[src/hdl/cems_pkg.sv]
// ----------------------------------------------------------------------------
// cems_pkg
// Shared codes, widths and control/status bundles of the clock estimate
// mode selector.
// ----------------------------------------------------------------------------
package cems_pkg;

  localparam int unsigned WORD_W   = 32;
  localparam int unsigned CONF_W   = 7;
  localparam int unsigned SCALE_W  = 10;
  localparam int unsigned DVD_W    = WORD_W + SCALE_W;
  localparam int unsigned CNT_W    = $clog2(DVD_W);

  localparam logic [SCALE_W-1:0] MS_PER_S         = SCALE_W'(1000);
  localparam logic [WORD_W-1:0]  LONG_HOLDOVER_MS = WORD_W'(600000);
  localparam logic [WORD_W-1:0]  NOMINAL_RESET    = WORD_W'(16000000);
  localparam logic [WORD_W-1:0]  GRACE_RESET      = WORD_W'(5000);

  localparam logic CMD_SYNC = 1'b0;
  localparam logic CMD_CONV = 1'b1;

  localparam logic REG_NOMINAL = 1'b0;
  localparam logic REG_GRACE   = 1'b1;

  localparam logic [1:0] ST_FREE = 2'd0;
  localparam logic [1:0] ST_ACQ  = 2'd1;
  localparam logic [1:0] ST_DISC = 2'd2;
  localparam logic [1:0] ST_HOLD = 2'd3;

  localparam logic [2:0] MD_NOMINAL  = 3'd0;
  localparam logic [2:0] MD_BLEND    = 3'd1;
  localparam logic [2:0] MD_SLOW     = 3'd2;
  localparam logic [2:0] MD_GRACE    = 3'd3;
  localparam logic [2:0] MD_HOLDOVER = 3'd4;

  localparam logic [CONF_W-1:0] CONF_DISC      = CONF_W'(100);
  localparam logic [CONF_W-1:0] CONF_ACQ       = CONF_W'(70);
  localparam logic [CONF_W-1:0] CONF_HOLD      = CONF_W'(50);
  localparam logic [CONF_W-1:0] CONF_HOLD_LONG = CONF_W'(20);
  localparam logic [CONF_W-1:0] CONF_FREE      = CONF_W'(10);

  typedef struct packed {
    logic load_sync;
    logic load_conv;
    logic div_step;
    logic emit;
  } cems_cmd_t;

  typedef struct packed {
    logic tps_zero;
    logic div_last;
  } cems_sts_t;

endpackage

[src/hdl/cems_ctrl.sv]
// ----------------------------------------------------------------------------
// cems_ctrl
// Sequencer: takes one item, runs the divider for a conversion with a nonzero
// estimate, then hands the result to the output register.
// ----------------------------------------------------------------------------
module cems_ctrl (
  input  logic               clk,
  input  logic               rst,
  input  logic               in_valid,
  output logic               in_stall,
  input  logic               cmd,
  output logic               out_valid,
  input  logic               out_stall,
  input  cems_pkg::cems_sts_t sts,
  output cems_pkg::cems_cmd_t ctl
);

  typedef enum logic [2:0] {
    S_IDLE = 3'b001,
    S_DIV  = 3'b010,
    S_FIN  = 3'b100
  } state_t;

  state_t state, state_next;
  logic   accept;
  logic   out_free;

  assign in_stall = (state != S_IDLE);
  assign accept   = in_valid && !in_stall;
  assign out_free = !out_valid || !out_stall;

  always_comb begin
    state_next    = state;
    ctl.load_sync = accept && (cmd == cems_pkg::CMD_SYNC);
    ctl.load_conv = accept && (cmd == cems_pkg::CMD_CONV);
    ctl.div_step  = 1'b0;
    ctl.emit      = 1'b0;
    case (state)
      S_IDLE: begin
        if (accept) begin
          if ((cmd == cems_pkg::CMD_CONV) && !sts.tps_zero) state_next = S_DIV;
          else state_next = S_FIN;
        end
      end
      S_DIV: begin
        ctl.div_step = 1'b1;
        if (sts.div_last) state_next = S_FIN;
      end
      S_FIN: begin
        if (out_free) begin
          ctl.emit   = 1'b1;
          state_next = S_IDLE;
        end
      end
      default: state_next = S_IDLE;
    endcase
  end

  always_ff @(posedge clk) begin
    if (rst) begin
      state     <= S_IDLE;
      out_valid <= 1'b0;
    end else begin
      state <= state_next;
      if (ctl.emit) out_valid <= 1'b1;
      else if (!out_stall) out_valid <= 1'b0;
    end
  end

endmodule

[src/hdl/cems_dp.sv]
// ----------------------------------------------------------------------------
// cems_dp
// Datapath: configuration, discipliner status, mode and estimate registers,
// bit-serial restoring divider for the millisecond conversion, result register.
// ----------------------------------------------------------------------------
module cems_dp (
  input  logic                              clk,
  input  logic                              rst,
  input  logic                              cfg_we,
  input  logic                              cfg_index,
  input  logic [cems_pkg::WORD_W-1:0]       cfg_data,
  input  logic [1:0]                        lock_state,
  input  logic                              pps_present,
  input  logic [cems_pkg::WORD_W-1:0]       now_ms,
  input  logic [cems_pkg::WORD_W-1:0]       applied_hz,
  input  logic [cems_pkg::WORD_W-1:0]       slow_hz,
  input  logic [cems_pkg::WORD_W-1:0]       last_good_hz,
  input  logic [cems_pkg::WORD_W-1:0]       holdover_ms,
  input  logic [cems_pkg::WORD_W-1:0]       tick_count,
  input  cems_pkg::cems_cmd_t               ctl,
  output cems_pkg::cems_sts_t               sts,
  output logic [cems_pkg::WORD_W-1:0]       ticks_per_second,
  output logic [2:0]                        est_mode,
  output logic [1:0]                        current_state,
  output logic                              pps_flag,
  output logic [cems_pkg::WORD_W-1:0]       holdover_age,
  output logic [cems_pkg::CONF_W-1:0]       confidence,
  output logic [cems_pkg::WORD_W-1:0]       millis
);

  localparam int unsigned W = cems_pkg::WORD_W;
  localparam int unsigned D = cems_pkg::DVD_W;

  logic [W-1:0] nominal_hz, grace_window_ms;
  logic [1:0]   lock_state_reg;
  logic [2:0]   mode_reg;
  logic [W-1:0] freq_estimate, anchor_hz, grace_start, holdover_reg;
  logic         pps_reg, ever_locked;

  logic [W-1:0] tps;
  logic         mild, locked_next, grace_over;
  logic [W-1:0] anchor_next, elapsed, freq_pick;
  logic [2:0]   mode_next;
  logic [cems_pkg::CONF_W-1:0] conf_now;

  logic [D-1:0] dvd;
  logic [W-1:0] rem, div_tps;
  logic [W:0]   trial, diff;
  logic         trial_ge;
  logic [cems_pkg::CNT_W-1:0] cnt;
  logic         conv_ok;

  assign tps          = (freq_estimate != '0) ? freq_estimate : nominal_hz;
  assign sts.tps_zero = (tps == '0);
  assign sts.div_last = (cnt == cems_pkg::CNT_W'(D - 1));

  // sync update
  assign mild        = (lock_state_reg == cems_pkg::ST_DISC) &&
                       (lock_state == cems_pkg::ST_ACQ) && pps_present;
  assign locked_next = ever_locked || (lock_state == cems_pkg::ST_DISC);
  assign anchor_next = mild ? ((last_good_hz != '0) ? last_good_hz : nominal_hz)
                            : anchor_hz;
  assign elapsed     = now_ms - grace_start;
  assign grace_over  = (elapsed >= grace_window_ms) || !pps_present || !locked_next;

  always_comb begin
    case (lock_state)
      cems_pkg::ST_FREE: mode_next = cems_pkg::MD_NOMINAL;
      cems_pkg::ST_DISC: mode_next = cems_pkg::MD_SLOW;
      cems_pkg::ST_HOLD: mode_next = cems_pkg::MD_HOLDOVER;
      default: begin
        if (mild) mode_next = cems_pkg::MD_GRACE;
        else if ((mode_reg == cems_pkg::MD_GRACE) && !grace_over)
          mode_next = cems_pkg::MD_GRACE;
        else mode_next = cems_pkg::MD_BLEND;
      end
    endcase
  end

  always_comb begin
    case (mode_next)
      cems_pkg::MD_BLEND:    freq_pick = applied_hz;
      cems_pkg::MD_SLOW:     freq_pick = slow_hz;
      cems_pkg::MD_GRACE:    freq_pick = anchor_next;
      cems_pkg::MD_HOLDOVER: freq_pick = last_good_hz;
      default:               freq_pick = nominal_hz;
    endcase
  end

  always_comb begin
    case (lock_state_reg)
      cems_pkg::ST_DISC: conf_now = cems_pkg::CONF_DISC;
      cems_pkg::ST_ACQ:  conf_now = cems_pkg::CONF_ACQ;
      cems_pkg::ST_HOLD: conf_now = (holdover_reg > cems_pkg::LONG_HOLDOVER_MS)
                                    ? cems_pkg::CONF_HOLD_LONG : cems_pkg::CONF_HOLD;
      default:           conf_now = cems_pkg::CONF_FREE;
    endcase
  end

  // restoring divider step
  assign trial    = {rem, dvd[D-1]};
  assign diff     = trial - {1'b0, div_tps};
  assign trial_ge = (trial >= {1'b0, div_tps});

  always_ff @(posedge clk) begin
    if (rst) begin
      nominal_hz      <= cems_pkg::NOMINAL_RESET;
      grace_window_ms <= cems_pkg::GRACE_RESET;
      lock_state_reg  <= cems_pkg::ST_FREE;
      mode_reg        <= cems_pkg::MD_NOMINAL;
      freq_estimate   <= cems_pkg::NOMINAL_RESET;
      anchor_hz       <= cems_pkg::NOMINAL_RESET;
      grace_start     <= '0;
      pps_reg         <= 1'b0;
      ever_locked     <= 1'b0;
      holdover_reg    <= '0;
      conv_ok         <= 1'b0;
    end else begin
      if (cfg_we) begin
        if (cfg_index == cems_pkg::REG_NOMINAL) nominal_hz <= cfg_data;
        else grace_window_ms <= cfg_data;
      end
      if (ctl.load_sync) begin
        lock_state_reg <= lock_state;
        pps_reg        <= pps_present;
        holdover_reg   <= holdover_ms;
        ever_locked    <= locked_next;
        anchor_hz      <= anchor_next;
        if (mild) grace_start <= now_ms;
        mode_reg       <= mode_next;
        freq_estimate  <= (freq_pick != '0) ? freq_pick : nominal_hz;
        conv_ok        <= 1'b0;
      end
      if (ctl.load_conv) conv_ok <= !sts.tps_zero;
    end
  end

  always_ff @(posedge clk) begin
    if (ctl.load_conv) begin
      dvd     <= D'(tick_count) * D'(cems_pkg::MS_PER_S) + D'(tps >> 1);
      rem     <= '0;
      div_tps <= tps;
      cnt     <= '0;
    end else if (ctl.div_step) begin
      dvd <= {dvd[D-2:0], trial_ge};
      rem <= trial_ge ? diff[W-1:0] : trial[W-1:0];
      cnt <= cnt + 1'b1;
    end
  end

  always_ff @(posedge clk) begin
    if (ctl.emit) begin
      ticks_per_second <= tps;
      est_mode         <= mode_reg;
      current_state    <= lock_state_reg;
      pps_flag         <= pps_reg;
      holdover_age     <= holdover_reg;
      confidence       <= conf_now;
      millis           <= conv_ok ? dvd[W-1:0] : '0;
    end
  end

endmodule

[src/hdl/clock_estimate_mode_selector_core.sv]
// ----------------------------------------------------------------------------
// clock_estimate_mode_selector_core
// Chooses the exported clock-frequency estimate and converts ticks to ms.
// ----------------------------------------------------------------------------
// Input channel (in_valid/in_stall) carries one item: cmd selects a sync
// update from the discipliner or a tick-to-millisecond conversion. Output
// channel (out_valid/out_stall) returns exactly one result per item.
// Registers nominal_hz (index 0) and grace_window_ms (index 1) are written
// through cfg_we/cfg_index/cfg_data; the user must write them only while no
// item is in flight, which the block itself does not enforce. An accepted
// sync goes to S_FIN, whose result is loaded into the output register once
// that register is free; a conversion first runs the 42-step restoring
// divider in S_DIV, retiring one quotient bit per cycle. A conversion with a
// zero estimate skips the divider. One item is in work at a time; in_stall is
// high from acceptance until the result is loaded into the output register.
// The output register holds a result while out_stall is high; the next item
// can be accepted and worked on meanwhile, and its result waits until the
// held one is transferred.
// Reset (rst, synchronous) restores register defaults, free-run state and
// nominal mode, and empties the output register.
// ----------------------------------------------------------------------------
module clock_estimate_mode_selector_core (
  input  logic                         clk,
  input  logic                         rst,
  input  logic                         cfg_we,
  input  logic                         cfg_index,
  input  logic [cems_pkg::WORD_W-1:0]  cfg_data,
  input  logic                         in_valid,
  output logic                         in_stall,
  input  logic                         cmd,
  input  logic [1:0]                   lock_state,
  input  logic                         pps_present,
  input  logic [cems_pkg::WORD_W-1:0]  now_ms,
  input  logic [cems_pkg::WORD_W-1:0]  applied_hz,
  input  logic [cems_pkg::WORD_W-1:0]  slow_hz,
  input  logic [cems_pkg::WORD_W-1:0]  last_good_hz,
  input  logic [cems_pkg::WORD_W-1:0]  holdover_ms,
  input  logic [cems_pkg::WORD_W-1:0]  tick_count,
  output logic                         out_valid,
  input  logic                         out_stall,
  output logic [cems_pkg::WORD_W-1:0]  ticks_per_second,
  output logic [2:0]                   est_mode,
  output logic [1:0]                   current_state,
  output logic                         pps_flag,
  output logic [cems_pkg::WORD_W-1:0]  holdover_age,
  output logic [cems_pkg::CONF_W-1:0]  confidence,
  output logic [cems_pkg::WORD_W-1:0]  millis
);

  cems_pkg::cems_cmd_t ctl;
  cems_pkg::cems_sts_t sts;

  cems_ctrl u_ctrl (
    .clk       (clk),
    .rst       (rst),
    .in_valid  (in_valid),
    .in_stall  (in_stall),
    .cmd       (cmd),
    .out_valid (out_valid),
    .out_stall (out_stall),
    .sts       (sts),
    .ctl       (ctl)
  );

  cems_dp u_dp (
    .clk              (clk),
    .rst              (rst),
    .cfg_we           (cfg_we),
    .cfg_index        (cfg_index),
    .cfg_data         (cfg_data),
    .lock_state       (lock_state),
    .pps_present      (pps_present),
    .now_ms           (now_ms),
    .applied_hz       (applied_hz),
    .slow_hz          (slow_hz),
    .last_good_hz     (last_good_hz),
    .holdover_ms      (holdover_ms),
    .tick_count       (tick_count),
    .ctl              (ctl),
    .sts              (sts),
    .ticks_per_second (ticks_per_second),
    .est_mode         (est_mode),
    .current_state    (current_state),
    .pps_flag         (pps_flag),
    .holdover_age     (holdover_age),
    .confidence       (confidence),
    .millis           (millis)
  );

endmodule

[config.mk]
export PLATFORM = sky130hd
export DESIGN_NAME = clock_estimate_mode_selector_core
export DESIGN_NICKNAME = d
export VERILOG_FILES = /design/src/hdl/cems_pkg.sv /design/src/hdl/cems_ctrl.sv /design/src/hdl/cems_dp.sv /design/src/hdl/clock_estimate_mode_selector_core.sv
export SDC_FILE = /design/constraint.sdc
export NUM_CORES = 1
export LEC_CHECK = 0
export BUFFER_PORTS_ARGS = -buffer_cell sky130_fd_sc_hd__buf_2
export CAP_MARGIN = 5
export CELL_PAD_IN_SITES_DETAIL_PLACEMENT = 0
export CELL_PAD_IN_SITES_GLOBAL_PLACEMENT = 1
export CORE_MARGIN = 3
export CORE_UTILIZATION = 45
export CTS_BUF_LIST = sky130_fd_sc_hd__clkbuf_2 sky130_fd_sc_hd__clkbuf_4 sky130_fd_sc_hd__clkbuf_8
export DETAILED_ROUTE_END_ITERATION = 6
export PLACE_DENSITY_LB_ADDON = 0.2
export SYNTH_ARGS = -nofsm -noshare
export SYNTH_HDL_FRONTEND = slang
export SYNTH_SLANG_ARGS = --single-unit
[constraint.sdc]
create_clock -name clk -period 16.5 [get_ports clk]
set_clock_uncertainty 0.15 [all_clocks]
set_input_delay 1.65 -clock clk [delete_from_list [all_inputs] [get_ports clk]]
set_output_delay 1.65 -clock clk [all_outputs]
set_load 0.01 [all_outputs]
# Yosys cells after proc, flatten, opt, wreduce, memory -nomap -nowiden
# Index checks and enable logic that the tools add are counted.
# classes
addsub	4
mul	1
div_mod_pow	0
order_cmp	3
n_eq_ne	20
shifts	0
n_mux	25
bitwise	2
n_reduce_logical	29
# op_table
op	n
two-way mux 32 bit	5
case mux 32 bit (4 select lines)	1
nonzero test 32 bit	3
two-way mux 42 bit	2
subtractor 32 bit	2
adder 42 x 31 -> 42 bit	1
multiplier 32 x 7 -> 39 bit, second input constant	1
greater-or-equal comparator 33 x 32 -> 1 bit	1
greater-or-equal comparator 32 bit	1
greater-than comparator 32 x 20 -> 1 bit, second input constant	1
logical NOT 32 bit	1
case mux 7 bit (3 select lines)	1
case mux 3 bit (3 select lines)	2
two-way mux 3 bit	5
equality test 3 x 2 -> 1 bit, second input constant	4
equality test 2 bit, second input constant	4
logical AND 1 bit	7
logical NOT 1 bit	7
two-way mux 1 bit	7
adder 6 x 1 -> 6 bit, second input constant	1
equality test 3 x 1 -> 1 bit, second input constant	2
equality test 3 bit, second input constant	2
equality test 6 bit, second input constant	1
two-way mux 6 bit	1
11 further kinds	21
# totals
register_bits	425
latch_bits	0
mem_bits_rw	0
rom_bits	0
out_inout_bits	111
word_cells	108
memories	0

# Longest topological paths before layout
# Gate-level depths: netlist of the first run.
# logic_depth
word_depth	13
depth_mapped	32
ltp_nobuf	29

# Hierarchy
# From an unflattened synthesis of the first run, not the netlist that was laid out.
# unflattened
hier_cells	2886
area_unflattened_um2	27746.6
# modules_own_cells
module	instances	cells_each	area_each_um2	seq_area_each_um2
cems_dp	1	2857	27501.4	10229.8
cems_ctrl	1	29	245.2	80.1

# Worst setup path before layout of the first run
# OpenSTA, ideal clock, no wires.
# synth_timing
path_type	in2reg
from	in tick_count[0] (netlist bit)
to	reg u_dp.dvd[40] (data pin)
arrival_time_ps	7542
required_time_ps	16086
slack_ps	8544
path_stages	28
n_path_buf	0
cell_sequence	fa_1 -> inv_1 -> fa_1 -> fa_1 -> inv_1 -> fa_1 -> ha_1 -> o21ai_0 -> nor2_1 -> o21a_1 -> o21ai_0 -> o21bai_1 -> a21oi_1 -> nor2b_1 -> o21ai_0 -> a21oi_1 -> ha_1 -> and3_1 -> nand2b_1 -> nor2_1 -> nand3_1 -> a31oi_1 -> nand3_1 -> a21oi_1 -> o311ai_0 -> or4_1 -> xor2_1 -> o21ai_1
# synth_via
elab_chain_len	3
# synth_lines
element	line_no	rtl
from (decl)	clock_estimate_mode_selector_core.sv:38	input logic [cems_pkg::WORD_W-1:0] tick_count,
multiplier 32 x 7 -> 39 bit	cems_dp.sv:140	dvd <= D'(tick_count) * D'(cems_pkg::MS_PER_S) + D'(tps >> 1);
adder 42 x 31 -> 42 bit	cems_dp.sv:140	
two-way mux 42 bit	cems_dp.sv:139	if (ctl.load_conv) begin
to (signal assigned)	cems_dp.sv:140	
to (signal assigned)	cems_dp.sv:145	dvd <= {dvd[D-2:0], trial_ge};
to (decl)	cems_dp.sv:46	logic [D-1:0] dvd;
# No other way between the ends.
# A chain may end at the register's enable or synchronous reset.

# Worst setup path after layout of the first run
# layout_timing
from	in now_ms[0] (netlist bit)
to	reg u_dp.freq_estimate[21]
# layout_via
elab_chain_len	13
# layout_lines
element	line_no	rtl
from (decl)	clock_estimate_mode_selector_core.sv:33	input logic [cems_pkg::WORD_W-1:0] now_ms,
subtractor 32 bit (*)	cems_dp.sv:63	assign elapsed = now_ms - grace_start;
greater-or-equal comparator 32 bit (*)	cems_dp.sv:64	assign grace_over = (elapsed >= grace_window_ms) || !pps_present || !locked_next;
logical OR 1 bit (*) (2 in series)	cems_dp.sv:64	
logical NOT 1 bit (*)	cems_dp.sv:73	else if ((mode_reg == cems_pkg::MD_GRACE) && !grace_over)
logical AND 1 bit (*)	cems_dp.sv:73	
two-way mux 2 bit (*)	cems_dp.sv:73	
two-way mux 3 bit (*)	cems_dp.sv:72	if (mild) mode_next = cems_pkg::MD_GRACE;
case mux 3 bit (3 select lines) (*)	cems_dp.sv:67	case (lock_state)
equality test 3 bit (tied with other cells)	cems_dp.sv:81	case (mode_next)
case mux 32 bit (4 select lines) (*)	cems_dp.sv:81	
nonzero test 32 bit	cems_dp.sv:131	freq_estimate <= (freq_pick != '0) ? freq_pick : nominal_hz;
two-way mux 32 bit (*)	cems_dp.sv:131	
to (signal assigned)	cems_dp.sv:111	freq_estimate <= cems_pkg::NOMINAL_RESET;
to (signal assigned)	cems_dp.sv:131	
to (decl)	cems_dp.sv:37	logic [W-1:0] freq_estimate, anchor_hz, grace_start, holdover_reg;
# Every way passes the cells marked *; elsewhere a longest branch is shown, timed or not.

==> impl_metrics.env, run 1 <==
export IMPL_drive_above_1_share_pct=16.3
export IMPL_synth_top_cell_by_area="edfxtp_1"
export IMPL_synthMuxAreaShare_pct=2.26
export IMPL_critPathTopFamily="compound AO/OA/AOI/OAI gates"
export IMPL_finish_utilization_pct=52.6
export IMPL_finalCritPeriodShare_pct=53.8
export IMPL_grt_ovfl_total=0
export IMPL_vias=23485
export IMPL_htreeDepth=3
export IMPL_cts_max_path_buffers=3
export IMPL_arrival_ns=9.31
export IMPL_fin_nets=3875
export IMPL_hpwlAfterDp_mm=64.4
export IMPL_endpoint="u_dp.freq_estimate[21]"
export IMPL_insertion_delay_ns=0.67
export IMPL_cts_tree="done"
export IMPL_startpoint="now_ms[0]"
export IMPL_grt_pass1_vias=22883
export IMPL_syn_area_um2=27700
export IMPL_start_kind="input pin"
export IMPL_status="complete, no violations"
export IMPL_cp_max_fo=29
export IMPL_clk_pin_slew_ns=0.06
export IMPL_synth_seq_area_share_pct=37.2
export IMPL_yosys_area_share_adder_pct=18.4
export IMPL_hp_class="reg -> reg"
export IMPL_antenna_found_initial=14
export IMPL_largest_reg_flops=42
export IMPL_clockRootBuffer="clkbuf_8"
export IMPL_grt_pass1_wl_mm=132
export IMPL_synth_simple_area_share_pct=15.5
export IMPL_syn_to_final_growth_pct=15.0
export IMPL_drv_slew=0
export IMPL_cts_buffers=77
export IMPL_synth_commonest_cells="nand2_1, a21oi_1, dfxtp_1"
export IMPL_rows=90
export IMPL_syn_nets=3566
export IMPL_cp_num_buf_inv=4
export IMPL_leakage_nw=13.3
export IMPL_reg2reg_slack_ns=8.44
export IMPL_synth_ff_type="dfxtp_1"
export IMPL_synth_edf_count=182
export IMPL_die_x_um=254
export IMPL_ios=345
export IMPL_reg2reg_depth=27
export IMPL_drt_initial_drc_count=1721
export IMPL_rr_startpoint="u_dp.grace_start[0]"
export IMPL_drv_cap=0
export IMPL_place_congestion=0.904
export IMPL_largest_register="u_dp.dvd"
export IMPL_synthCells=2997
export IMPL_clock_sinks=424
export IMPL_synth_top_area_share_pct=19.7
export IMPL_tightest_slew_ns=1.29
export IMPL_cp_common_cell="a21oi_1"
export IMPL_ys_async_sr_fraction_pct=0
export IMPL_grt_start_max_net_pins=125
export IMPL_slowest_stage="a21oi_4"
export IMPL_relSlewSlack_pct=13.7
export IMPL_ys_ff_latch=424
export IMPL_tns_ns=0
export IMPL_ctsResizeCount=0
export IMPL_synth_top_family_by_area="compound AO/OA/AOI/OAI gates"
export IMPL_first_pass_iters=5
export IMPL_ant_nets=0
export IMPL_rsz0062_at_grt="false"
export IMPL_final_hold_violation_count=0
export IMPL_vdd_drop_max_v=0.000134
export IMPL_fin_crit_ns=8.88
export IMPL_via_per_inst=5.65
export IMPL_timing_rr_end="u_dp.freq_estimate[21]"
export IMPL_die_h_um=254
export IMPL_cts_hold_buffers_added=0
export IMPL_yosysUniqueCellTypes=83
export IMPL_worst_path_stages=29
export IMPL_synth_most_common_cell="nand2_1"
export IMPL_slowest_delay_ns=0.87
export IMPL_p_per_area_nw_per_um2=151
export IMPL_setup_worst_path_end_class="register"
export IMPL_routed_wl_mm=86.2
export IMPL_required_ns=16.92
export IMPL_post_route_drc_count=0
export IMPL_yosys_warnings=0
export IMPL_postCtsSetupRepairBufs=0
export IMPL_dieArea_um2=64600
export IMPL_synth_compound_area_share_pct=18.6
export IMPL_grt_use_total_pct=26.4
export IMPL_fmaxAchievable_mhz=113
export IMPL_wl_per_cell_um=20.7
export IMPL_coreArea_um2=60600
export IMPL_synth_avg_cell_area_um2=9.24
export IMPL_start_util_pct=45.7
export IMPL_io_buffers=343
export IMPL_yosys_top_cells_area="edfxtp_1, dfxtp_1, ha_1"
export IMPL_synth_xor_area_share_pct=3.78
export IMPL_crit_type="in -> reg"
export IMPL_finalSetupViolations=0
layout make-up:
cell class,instances,area [um^2]
Antenna cell,7,17.5
Clock buffer,117,1450
Clock inverter,26,269
Fill cell,5651,28700
Inverter,166,623
Multi-Input combinational cell,2269,16300
Sequential cell,424,10300
Tap cell,782,978
Timing Repair Buffer,368,1910
layout by cell type (no fill, tap or decap), types with 67 or more instances in the layout:
cell type / netlist / routed
nand2_1: 457 / 457
buf_2: 11 / 342
a21oi_1: 316 / 315
dfxtp_1: 242 / 242
ha_1: 214 / 214
edfxtp_1: 182 / 182
inv_1: 166 / 164
nor2_1: 159 / 157
o21ai_0: 149 / 149
fa_1: 121 / 121
a21o_1: 92 / 92
clkbuf_8: 0 / 91
xnor2_1: 67 / 67
logic make-up after synthesis:
family	Yosys count
fa+ha+maj	335
compound gates	822
mux	58
buf+inv	304
other cells	1
simple gates	935
flops	424
xor+xnor	118
power by group:
group | switching [W] | leakage (nW) | internal, W
clock | 0.000477 | 0.911 | 0.000631
sequential | 0.0000370 | 3.64 | 0.00116
combinational | 0.00143 | 8.77 | 0.00107
total | 0.00194 | 13.3 | 0.00286
worst min-delay path by stage:
stage	from	to	slack (ns)	depth (start not counted)
6_report	u_dp.pps_reg	u_dp.pps_flag	0.29	0
5_1_grt	u_dp.pps_reg	u_dp.pps_flag	0.29	0
4_1_cts	u_dp.pps_reg	u_dp.pps_flag	0.28	0
3_5_place_dp	u_dp.pps_reg	u_dp.pps_flag	0.27	0
3_3_place_gp	u_dp.pps_reg	u_dp.pps_flag	0.26	0
2_1_floorplan	u_dp.pps_reg	u_dp.pps_flag	0.26	0
metrics by stage:
stage,cell area [um^2],worst slack [ns],std cells,hold slack (ns),total power [W]
2_1_floorplan,27700,8.54,2997,0.258,0.00315
3_3_place_gp,30100,7.21,4009,0.264,0.00366
3_5_place_dp,30100,7.07,4009,0.267,0.00370
4_1_cts,31800,7.77,4152,0.280,0.00483
5_1_grt,31800,7.10,4157,0.293,0.00518
6_report,31800,7.62,4159,0.286,0.00480
worst reg2reg max path: cells and delay by family, from the launching register on:
| kind | cells | cell delay, ns |
|---|---|---|
| multiplexers | 1 | 0.39 |
| AND/OR/NAND/NOR | 9 | 2.12 |
| XOR/XNOR | 1 | 0.08 |
| flip-flops | 1 | 0.33 |
| adder cells (fa/ha/maj) | 3 | 0.85 |
| AO/OA/AOI/OAI | 11 | 3.63 |
| buffers and inverters | 2 | 0.43 |
layer usage:
layer | GRT usage, % | vias up | wire [um]
met3 | 5.47 | 165 | 5950
met5 | 0 | - | 80
li1 | - | 11336 | -
met4 | 9.98 | 14 | 3070
met1 | 35.2 | 11273 | 37300
met2 | 42.4 | 697 | 39800
(Power assumes the default switching activity.)
==> run 2, diff against run 1 <==
--- a/config.mk
+++ b/config.mk
@@ -5,6 +5,7 @@
 export SDC_FILE = /design/constraint.sdc
 export NUM_CORES = 1
 export LEC_CHECK = 0
+export ABC_AREA = 1
 export BUFFER_PORTS_ARGS = -buffer_cell sky130_fd_sc_hd__buf_2
 export CAP_MARGIN = 5
 export CELL_PAD_IN_SITES_DETAIL_PLACEMENT = 0
==> constraint.sdc (replaced) <==
create_clock -name clk -period 9.15 [get_ports clk]
set_clock_uncertainty 0.15 [all_clocks]
set_input_delay 0.915 -clock clk [delete_from_list [all_inputs] [get_ports clk]]
set_output_delay 0.915 -clock clk [all_outputs]
set_load 0.01 [all_outputs]
==> run 2 against run 1 <==
  * Area after synthesis rose by 1.4%
  * Combinational power grew 100%
  * Non-clock buffer count rose by 14
  * First-iteration DRC count is 5.3% higher
  * Hold slack worse by 0.0099 ns
  * Highest routed layer is now met4
  * Flip-flop and latch count did not move
  * Largest power group unchanged
  * Total power is 90% higher
  * Largest cell class unchanged
==> impl_metrics.env, run 2 <==
export IMPL_status="complete, no violations"
export IMPL_tightest_slew_ns=1.13
export IMPL_clockPowerShare_pct=21.4
export IMPL_cts_max_path_buffers=3
export IMPL_final_hold_violation_count=0
export IMPL_drv_slew=0
export IMPL_grt_start_max_net_pins=125
export IMPL_ctsResizeCount=0
export IMPL_clock_sinks=424
export IMPL_setup_worst_path_end_class="register"
export IMPL_rows=90
export IMPL_largest_reg_flops=42
export IMPL_gr_usage_met1_pct=34.9
export IMPL_grt_pass1_vias=24971
export IMPL_cts_hold_buffers_added=0
export IMPL_die_h_um=256
export IMPL_crit_type="in -> reg"
export IMPL_ant_nets=0
export IMPL_reg2reg_depth=35
export IMPL_reg2reg_slack_ns=2.43
export IMPL_finalNonFillerCells=4630
export IMPL_endpoint="u_dp.dvd[41]"
export IMPL_vdd_drop_max_v=0.000201
export IMPL_synth_edf_count=182
export IMPL_synth_commonest_cells="nand2_1, a21oi_1, inv_1"
export IMPL_critPathTopFamily="adder cells"
export IMPL_rsz0062_at_grt="false"
export IMPL_ys_async_sr_fraction_pct=0
export IMPL_synth_avg_cell_area_um2=8.23
export IMPL_leakage_nw=14.3
export IMPL_synth_top_area_share_pct=19.5
export IMPL_postCtsSetupRepairBufs=0
export IMPL_yosys_top_cells_area="edfxtp_1, dfxtp_1, nand2_1"
export IMPL_pwr_share_seq_pct=23.8
export IMPL_arrival_ns=7.21
export IMPL_fin_nets=4303
export IMPL_grt_ovfl_total=0
export IMPL_finalCritPeriodShare_pct=76.2
export IMPL_timing_rr_end="u_dp.freq_estimate[12]"
export IMPL_synth_seq_area_share_pct=36.7
export IMPL_p_sw_share_pct=45.0
export IMPL_clk_pin_slew_ns=0.06
export IMPL_cts_buffers=78
export IMPL_start_util_pct=46.0
export IMPL_routed_wl_mm=87.6
export IMPL_synthCells=3411
export IMPL_io_buffers=343
export IMPL_place_congestion=0.913
export IMPL_insertion_delay_ns=0.69
export IMPL_rr_startpoint="u_dp.grace_start[0]"
export IMPL_ios=345
export IMPL_grt_pass1_wl_mm=137
export IMPL_clockRootBuffer="clkbuf_8"
export IMPL_hpwlAfterDp_mm=66.1
export IMPL_largest_register="u_dp.dvd"
export IMPL_post_route_drc_count=0
export IMPL_drive_above_1_share_pct=14.5
export IMPL_fmaxAchievable_mhz=144
export IMPL_tns_ns=0
export IMPL_synth_ff_type="dfxtp_1"
export IMPL_startpoint="tick_count[0]"
export IMPL_syn_area_um2=28100
export IMPL_final_cell_mix="nand2_1, a21oi_1, inv_1"
export IMPL_synth_top_cell_by_area="edfxtp_1"
export IMPL_cts_tree="done"
export IMPL_relSlewSlack_pct=24.9
export IMPL_hp_class="reg -> reg"
export IMPL_finalSetupViolations=0
export IMPL_yosysUniqueCellTypes=51
export IMPL_start_kind="input pin"
export IMPL_worst_path_stages=28
export IMPL_p_sw_w=0.00410
export IMPL_yosys_warnings=0
export IMPL_fill_cells=5965
export IMPL_slowest_stage="fa_1"
export IMPL_drv_cap=0
export IMPL_wl_per_cell_um=18.9
export IMPL_grt_use_total_pct=26.2
export IMPL_antenna_found_initial=4
export IMPL_top_usage_layer="met2"
export IMPL_drt_initial_drc_count=1812
export IMPL_cellInternalPower_w=0.00501
export IMPL_die_x_um=256
export IMPL_p_per_area_nw_per_um2=283
export IMPL_cp_num_buf_inv=4
export IMPL_synth_most_common_cell="nand2_1"
export IMPL_cp_max_fo=7
export IMPL_fin_crit_ns=6.97
export IMPL_dieArea_um2=65400
export IMPL_final_common_cell="nand2_1"
export IMPL_coreArea_um2=61000
export IMPL_required_ns=9.39
export IMPL_via_per_inst=5.44
export IMPL_post_place_cells=4482
export IMPL_ys_ff_latch=424
export IMPL_use_met2_pct=42.5
export IMPL_syn_nets=3980
export IMPL_vias=25172
export IMPL_syn_to_final_growth_pct=14.8
export IMPL_comb_power_share_pct=54.8
export IMPL_first_pass_iters=5
export IMPL_slowest_delay_ns=0.58
export IMPL_htreeDepth=3
export IMPL_met3_usage_pct=4.38
run 2: cell types whose count changed after synthesis, moves of 22 or more:
cell and delta:
a21oi_1 +59, mux2i_1 -37, and2_1 -43, nand2_1 +284
a211oi_1 -54, nand2b_1 -22, inv_1 +194, o21ai_1 +36
a21o_1 -82, nand3_1 +121, nor2b_1 -30, o21ai_0 +119
run 2: worst min path at each step:
stage                          start                    end  slack, ns  cells after the start
2_1_floorplan           u_dp.pps_reg          u_dp.pps_flag       0.25                      0
4_1_cts               holdover_ms[1]   u_dp.holdover_reg[1]       0.25                      3
6_report       u_dp.holdover_reg[14]  u_dp.holdover_age[14]       0.28                      0
3_3_place_gp   u_dp.holdover_reg[20]  u_dp.holdover_age[20]       0.26                      0
5_1_grt               holdover_ms[9]   u_dp.holdover_reg[9]       0.29                      3
3_5_place_dp            u_dp.pps_reg          u_dp.pps_flag       0.26                      0
run 2: metal layers:
layer / routed length [um] / up-vias
met5: 0 / -
met4: 3690 / 0
met3: 5170 / 190
met2: 40300 / 794
met1: 38400 / 11952
li1: - / 12236
run 2: per-stage QoR:
stage                     instance area, um^2  power (W)  worst slack, ns  util (%)  hold WS (ns)
after detailed placement                30600    0.00717             1.53      50.1         0.264
after global placement                  30600    0.00713             1.66      50.1         0.263
after global routing                    32200    0.00992             1.69      52.8         0.287
final                                   32200    0.00911             2.18      52.8         0.276
after floorplan                         28100    0.00586             2.24         -         0.253
after CTS                               32200    0.00914             2.22      52.8         0.249
run 2: kinds of logic after synthesis:
logic type      Yosys count  synth area share [%]
compound gates          824                  16.1
flops                   424                  36.7
buf+inv                 507                  7.11
other cells               1                0.0134
xor+xnor                124                  3.87
simple gates           1196                  18.1
fa+ha+maj               335                  18.2
run 2: cell type report:
cell class,instances,area (um^2),area share (%)
well taps,828,1040,3.21
flip-flops and latches,424,10300,32.0
clock inverters,33,283,0.877
multi-input cells,2480,15800,49.1
inverters,368,1380,4.29
clock buffers,111,1380,4.29
repair buffers,382,2010,6.23
diodes,4,10.0,0.0311
run 2: power by group through the flow:
stage / Clock, W / Sequential (W) / Combinational (W)
after floorplan: 0 / 0.00220 / 0.00366
after global placement: 0 / 0.00220 / 0.00493
after detailed placement: 0 / 0.00221 / 0.00496
after CTS: 0.00199 / 0.00217 / 0.00499
after global routing: 0.00208 / 0.00218 / 0.00566
final: 0.00195 / 0.00217 / 0.00499
run 2: worst register-to-register path: cells and delay by family, from the launching register on:
kind            cells  cell delay (ns)
xor+xnor            1             0.16
flops               1             0.33
fa+ha+maj           3             0.83
buf+inv             2             0.11
simple gates       20             3.28
compound gates      9             1.73
